`src/rtl/midi_running_status_parser_core_assert.svh`:
```
// Assertion macros shared by the parser RTL.
`ifndef MIDI_RUNNING_STATUS_PARSER_CORE_ASSERT_SVH
`define MIDI_RUNNING_STATUS_PARSER_CORE_ASSERT_SVH

// Same-cycle implication, checked at every rising edge out of reset.
`define MRSP_ASSERT_NOW(label, ante, cons) \
    label: assert property (@(posedge clk) disable iff (!rst_n) (ante) |-> (cons)) \
        else $error("assertion failed: same-cycle check");

// Next-cycle implication, checked at every rising edge out of reset.
`define MRSP_ASSERT_NEXT(label, ante, cons) \
    label: assert property (@(posedge clk) disable iff (!rst_n) (ante) |=> (cons)) \
        else $error("assertion failed: next-cycle check");

`endif

```
`src/rtl/mrsp_pkg.sv`:
```
// ----------------------------------------------------------------------------
// MIDI running-status parser package
// Word types for the byte and message channels, and the status constants.
// ----------------------------------------------------------------------------
package mrsp_pkg;

    localparam logic [7:0] STATUS_BIT    = 8'h80;
    localparam logic [3:0] SYSTEM_NIBBLE = 4'hF;
    localparam logic [3:0] PROGRAM_KIND  = 4'hC;
    localparam logic [3:0] PRESSURE_KIND = 4'hD;
    localparam logic [1:0] ONE_ARG       = 2'd1;
    localparam logic [1:0] TWO_ARGS      = 2'd2;

    typedef struct packed {
        logic [7:0]  rx_byte;
        logic [31:0] time_now;
    } byte_word_t;

    typedef struct packed {
        logic [3:0]  msg_kind;
        logic [3:0]  msg_channel;
        logic [6:0]  first_data;
        logic [6:0]  second_data;
        logic [13:0] bend_value;
        logic [31:0] delta_ticks;
    } msg_word_t;

endpackage

```
`src/rtl/midi_running_status_parser_core.sv`:
```
// Path: a byte taken into the input register yields its message word in the output register.
// Throughput: one byte per cycle; a byte that completes a message waits in the
// input register only while the previous message word is stalled.
// Reset: asynchronous, active low; clears the running status, the held data,
// the last message time and both valid flags, and sets the argument count to two.
// ----------------------------------------------------------------------------
// MIDI running-status parser core
// Parses channel messages from received bytes and emits one word per message.
// ----------------------------------------------------------------------------
`include "midi_running_status_parser_core_assert.svh"

module midi_running_status_parser_core (
    input  logic                 clk,
    input  logic                 rst_n,
    input  logic                 byte_valid,
    output logic                 byte_stall,
    input  mrsp_pkg::byte_word_t byte_word,
    output logic                 msg_valid,
    input  logic                 msg_stall,
    output mrsp_pkg::msg_word_t  msg_word
);

    logic                 item_valid_reg;
    mrsp_pkg::byte_word_t item_reg;
    logic                 out_valid_reg;
    mrsp_pkg::msg_word_t  out_reg;

    logic [7:0]  running_status_reg, running_status_next;
    logic [6:0]  held_first_reg, held_first_next;
    logic [6:0]  held_second_reg, held_second_next;
    logic [1:0]  args_needed_reg, args_needed_next;
    logic [1:0]  args_remaining_reg, args_remaining_next;
    logic        have_status_reg, have_status_next;
    logic [31:0] last_msg_time_reg, last_msg_time_next;

    logic        emit;
    logic        advance;
    logic        item_fire;
    logic [7:0]  b;
    logic [1:0]  remaining_step;
    mrsp_pkg::msg_word_t result;

    assign b = item_reg.rx_byte;

    always_comb
    begin
        running_status_next = running_status_reg;
        held_first_next     = held_first_reg;
        held_second_next    = held_second_reg;
        args_needed_next    = args_needed_reg;
        args_remaining_next = args_remaining_reg;
        have_status_next    = have_status_reg;
        last_msg_time_next  = last_msg_time_reg;
        remaining_step      = args_remaining_reg;
        emit                = 1'b0;

        if ((b & mrsp_pkg::STATUS_BIT) != 8'd0)
        begin
            if (b[7:4] != mrsp_pkg::SYSTEM_NIBBLE)
            begin
                running_status_next = b;
                if (b[7:4] == mrsp_pkg::PROGRAM_KIND || b[7:4] == mrsp_pkg::PRESSURE_KIND)
                begin
                    args_needed_next = mrsp_pkg::ONE_ARG;
                end
                else
                begin
                    args_needed_next = mrsp_pkg::TWO_ARGS;
                end
                args_remaining_next = args_needed_next;
                held_first_next     = 7'd0;
                held_second_next    = 7'd0;
                have_status_next    = 1'b1;
            end
        end
        else if (have_status_reg)
        begin
            if (args_remaining_reg == args_needed_reg || args_remaining_reg == 2'd0)
            begin
                held_first_next = b[6:0];
                remaining_step  = args_needed_reg - 2'd1;
            end
            else
            begin
                held_second_next = b[6:0];
                remaining_step   = args_remaining_reg - 2'd1;
            end
            args_remaining_next = remaining_step;
            if (remaining_step == 2'd0)
            begin
                emit                = 1'b1;
                args_remaining_next = args_needed_reg;
                last_msg_time_next  = item_reg.time_now;
            end
        end

        result.msg_kind    = running_status_reg[7:4];
        result.msg_channel = running_status_reg[3:0];
        result.first_data  = held_first_next;
        result.second_data = held_second_next;
        result.bend_value  = {held_second_next, held_first_next};
        result.delta_ticks = item_reg.time_now - last_msg_time_reg;
    end

    assign advance    = !out_valid_reg || !msg_stall;
    assign item_fire  = item_valid_reg && (advance || !emit);
    assign byte_stall = item_valid_reg && !item_fire;
    assign msg_valid  = out_valid_reg;
    assign msg_word   = out_reg;

    always_ff @(posedge clk or negedge rst_n)
    begin
        if (!rst_n)
        begin
            item_valid_reg     <= 1'b0;
            out_valid_reg      <= 1'b0;
            running_status_reg <= 8'd0;
            held_first_reg     <= 7'd0;
            held_second_reg    <= 7'd0;
            args_needed_reg    <= mrsp_pkg::TWO_ARGS;
            args_remaining_reg <= 2'd0;
            have_status_reg    <= 1'b0;
            last_msg_time_reg  <= 32'd0;
        end
        else
        begin
            if (!byte_stall)
            begin
                item_valid_reg <= byte_valid;
            end
            if (advance)
            begin
                out_valid_reg <= item_valid_reg && emit;
            end
            if (item_fire)
            begin
                running_status_reg <= running_status_next;
                held_first_reg     <= held_first_next;
                held_second_reg    <= held_second_next;
                args_needed_reg    <= args_needed_next;
                args_remaining_reg <= args_remaining_next;
                have_status_reg    <= have_status_next;
                last_msg_time_reg  <= last_msg_time_next;
            end
        end
    end

    always_ff @(posedge clk)
    begin
        if (byte_valid && !byte_stall)
        begin
            item_reg <= byte_word;
        end
        if (advance && item_valid_reg && emit)
        begin
            out_reg <= result;
        end
    end

    `MRSP_ASSERT_NOW(a_remaining_bounded, 1'b1, args_remaining_reg <= args_needed_reg)
    `MRSP_ASSERT_NOW(a_needed_legal, 1'b1,
        args_needed_reg == mrsp_pkg::ONE_ARG || args_needed_reg == mrsp_pkg::TWO_ARGS)
    `MRSP_ASSERT_NOW(a_msg_has_status, msg_valid, have_status_reg && msg_word.msg_kind[3])
    `MRSP_ASSERT_NEXT(a_emit_records_time, item_fire && emit,
        out_valid_reg && last_msg_time_reg == $past(item_reg.time_now))

endmodule
```
`config.mk`:
```
export PLATFORM = sky130hd
export DESIGN_NAME = midi_running_status_parser_core
export DESIGN_NICKNAME = d
export VERILOG_FILES = /design/src/rtl/mrsp_pkg.sv /design/src/rtl/midi_running_status_parser_core.sv
export VERILOG_INCLUDE_DIRS = /design/src /design/src/rtl
export SDC_FILE = /design/constraint.sdc
export NUM_CORES = 1
export LEC_CHECK = 0
export BUFFER_PORTS_ARGS = -buffer_cell sky130_fd_sc_hd__buf_2
export CAP_MARGIN = 40
export CELL_PAD_IN_SITES_DETAIL_PLACEMENT = 0
export CELL_PAD_IN_SITES_GLOBAL_PLACEMENT = 2
export CORE_MARGIN = 5
export CORE_UTILIZATION = 35
export CTS_BUF_LIST = sky130_fd_sc_hd__clkbuf_8
export DETAILED_ROUTE_END_ITERATION = 16
export GPL_ROUTABILITY_DRIVEN = 0
export PLACE_DENSITY_LB_ADDON = 0.08
export SLEW_MARGIN = 25
export SYNTH_ARGS = -nofsm -noshare
export SYNTH_HDL_FRONTEND = slang
export SYNTH_SLANG_ARGS = --single-unit
```
`constraint.sdc`:
```
create_clock -name clk -period 3.2 [get_ports clk]
set_input_delay 0.48 -clock clk [delete_from_list [all_inputs] [get_ports clk]]
set_output_delay 0.48 -clock clk [all_outputs]
set_load 0.005 [all_outputs]
```
==> impl_metrics.py <==
metrics = {
    "cts": {
        "post_cts_resized": 0,
        "postCtsSetupBuffers": 0,
        "clk_latency_ps": 460,
        "cts_buffers": 17,
        "cts_num_sinks": 154,
        "clkTransAtPathRegs_ps": 100,
        "hold_buffers": 0,
        "clock-root-buffer": "clkbuf_8",
        "htreeDepth": 4,
        "cts_tree": "built",
        "clock_path_buffers": 2,
    },
    "setup_path": {
        "critPathMaxFanout": 3,
        "cp-end-kind": "flop",
        "slowest_delay_ps": 440,
        "rr_startpoint": "last_msg_time_reg[0]",
        "regToRegSetupSlack_ps": 500,
        "crit_arrival_ps": 2890,
        "slowest_stage": "fa_1",
        "crit_chain": "ha_1, fa_1, nor2b_4, o2111ai_2, and4b_1, nor4_2, or3_4, a41oi_2, xnor2_1",
        "required_ps": 3400,
        "r2r-end": "msg_word[28]",
        "start_kind": "flop",
        "reg2regPathDepth": 9,
        "path_buf_inv": 0,
        "critPathTopFamily": "simple AND/OR/NAND/NOR gates",
        "path_class": "reg -> reg",
    },
    "place": {
        "postPlaceCellArea_mm2": 0.00818,
        "dp.cells": 1010,
        "io_buffer_count": 113,
        "hpwlAfterDp_um": 12300,
    },
    "finish": {
        "diodes": 0,
        "area_growth_pct": 16.7,
        "finalNetCount": 831,
        "final_cells": 1042,
        "largest_reg_flops": 54,
        "postLayoutCellArea_mm2": 0.00859,
        "final.fill_count": 2042,
        "drive_gt1_share_pct": 22.6,
    },
    "route": {
        "dr.pass1.iters": 4,
        "routed.top_layer": "met4",
        "vias": 5113,
        "drt_iter0_drc": 266,
        "postRouteAntennaNets": 0,
        "drt-total-wl_um": 17000,
        "detail_route.vias_per_cell": 4.91,
        "drc": 0,
        "routedLengthMet1_um": 7660,
        "route.met3.wl_um": 655,
        "wire_per_inst_um": 16.3,
        "met2WireLength_um": 8360,
    },
    "run": {
        "cap_violations": 0,
    },
    "synth": {
        "yosysWarnings": 0,
        "async_reset_ff_share_pct": 39.0,
        "ys_seq_area_share_pct": 58.7,
        "avgSynthCellArea_um2": 11.4,
        "syn_nets": 725,
        "yosys.area.top_type": "edfxtp_1",
        "synthCells": 648,
        "synth_edf_count": 94,
        "netlist_area_mm2": 0.00736,
        "synth_seq_cells": 154,
        "yosysMostFrequentCell": "edfxtp_1",
        "synth_top_cell_area_share_pct": 38.3,
        "ys_top_cells_by_count": "edfxtp_1, o21ai_0, nand2_1, dfrtp_1, inv_1",
        "synth_ff_type": "edfxtp_1",
        "synth_cell_types": 64,
        "synthTopCellsByArea": "edfxtp_1, dfrtp_1, ha_1",
    },
    "outcome": {
        "status": "finished clean",
    },
    "timing": {
        "final.period_utilization_pct": 84.2,
        "drv_slew": 0,
        "finClkSkew_ps": 17.6,
        "hold_viol_final": 0,
        "tightest_slew_ps": 611,
        "final-setup-viol-count": 0,
        "holdWs_ps": 18.1,
        "fmax_ghz": 0.371,
        "slew_headroom_pct": 59.3,
        "layout_min_cycle_time_ps": 2700,
        "grt_setup_unrepaired": "false",
        "tns_ps": 0,
    },
    "floorplanning": {
        "ios": 114,
        "die-width_um": 155,
        "initial_utilization_pct": 35.3,
        "fp.dieH_um": 155,
        "num_rows": 53,
        "core_mm2": 0.0209,
        "dieArea_mm2": 0.0240,
    },
    "global_route": {
        "groute.usage.overall_pct": 14.4,
        "grt_max_degree": 57,
        "first_global_vias": 5060,
        "grt-ovfl-total": 0,
        "grt_pass1_wl_um": 27300,
        "antenna_found_initial": 0,
    },
    "power_and_ir_drop": {
        "leakagePower_nw": 3.62,
        "ir_drop_mv": 0.353,
        "power_mw": 7.38,
        "power_density_mw_per_mm2": 859,
    },
    "worst_hold_path": {
        "hold_class": "in -> async",
    },
}
==> power breakdown <==
group	internal, mW	leakage [nW]	total (mW)	switching [mW]
logic	1.22	1.81	3.03	1.81
clock network	0.733	0.200	1.53	0.800
registers	2.67	1.61	2.82	0.154
==> routing by layer <==
| metal | GRT usage (%) | up-vias |
|---|---|---|
| met3 | 3.06 | 16 |
| met5 | 0 | - |
| met2 | 24.1 | 102 |
| met4 | 5.17 | 0 |
| li1 | - | 2532 |
| met1 | 18.5 | 2463 |
==> stage by stage <==
step / util, % / worst slack [ps]
final: 41.1 / 504
after global routing: 41.1 / 362
after CTS: 41.1 / 470
after detailed placement: 39.2 / 501
after global placement: 39.2 / 532
after floorplan: - / 594
==> cell type report <==
type	count	area [um2]	share of cell area, %
flip-flops and latches	154	4330	50.3
multi-input cells	410	2670	31.1
repair buffers	118	643	7.48
well taps	275	344	4.00
clock buffers	18	248	2.88
inverters	53	200	2.33
clock inverters	14	163	1.89
==> worst max path at each step <==
stage / cells past startpoint / from / end / slack (ps)
floorplan: 6 / args_needed_reg[1] / b[0] / 590
global placement: 10 / item_reg[0] / msg_word[28] / 530
detailed placement: 10 / item_reg[0] / msg_word[28] / 500
CTS: 9 / last_msg_time_reg[0] / msg_word[28] / 470
global route: 10 / item_reg[0] / msg_word[28] / 360
finish: 9 / last_msg_time_reg[0] / msg_word[28] / 500
==> cells by family after synthesis <==
group                      count (synthesis)  synth area share, %
DFF                                      154                 58.7
AOI/OAI and AO/OA                        176                 15.5
and+or+nand+nor                          171                 11.3
xor gates and xnor gates                  26                 3.09
buffers and inverters                     84                 5.11
muxes                                      4                0.578
adders and majority gates                 33                 5.71
==> placed cells by master (no fill, tap or decap), types with 7 or more instances in the layout <==
cell type and instances:
ha_1 32, buf_2 112, xnor2_1 20, nand3_1 30, nand2_1 64, a22o_1 14, edfxtp_1 94, nor2_1 30
nor3_1 8, o21ai_0 71, o21a_1 7, o21bai_1 7, clkbuf_8 18, a21o_1 13, dfrtp_1 59, a21oi_1 29
inv_1 52
==> worst reg2reg max path, stage by stage (launching register included) <==
cell and delay [ps]:
dfrtp_1 390, ha_1 210, fa_1 440, nor2b_4 150
o2111ai_2 140, and4b_1 270, nor4_2 350, or3_4 220
a41oi_2 120, xnor2_1 160
Power figures use the tool's default switching activity.
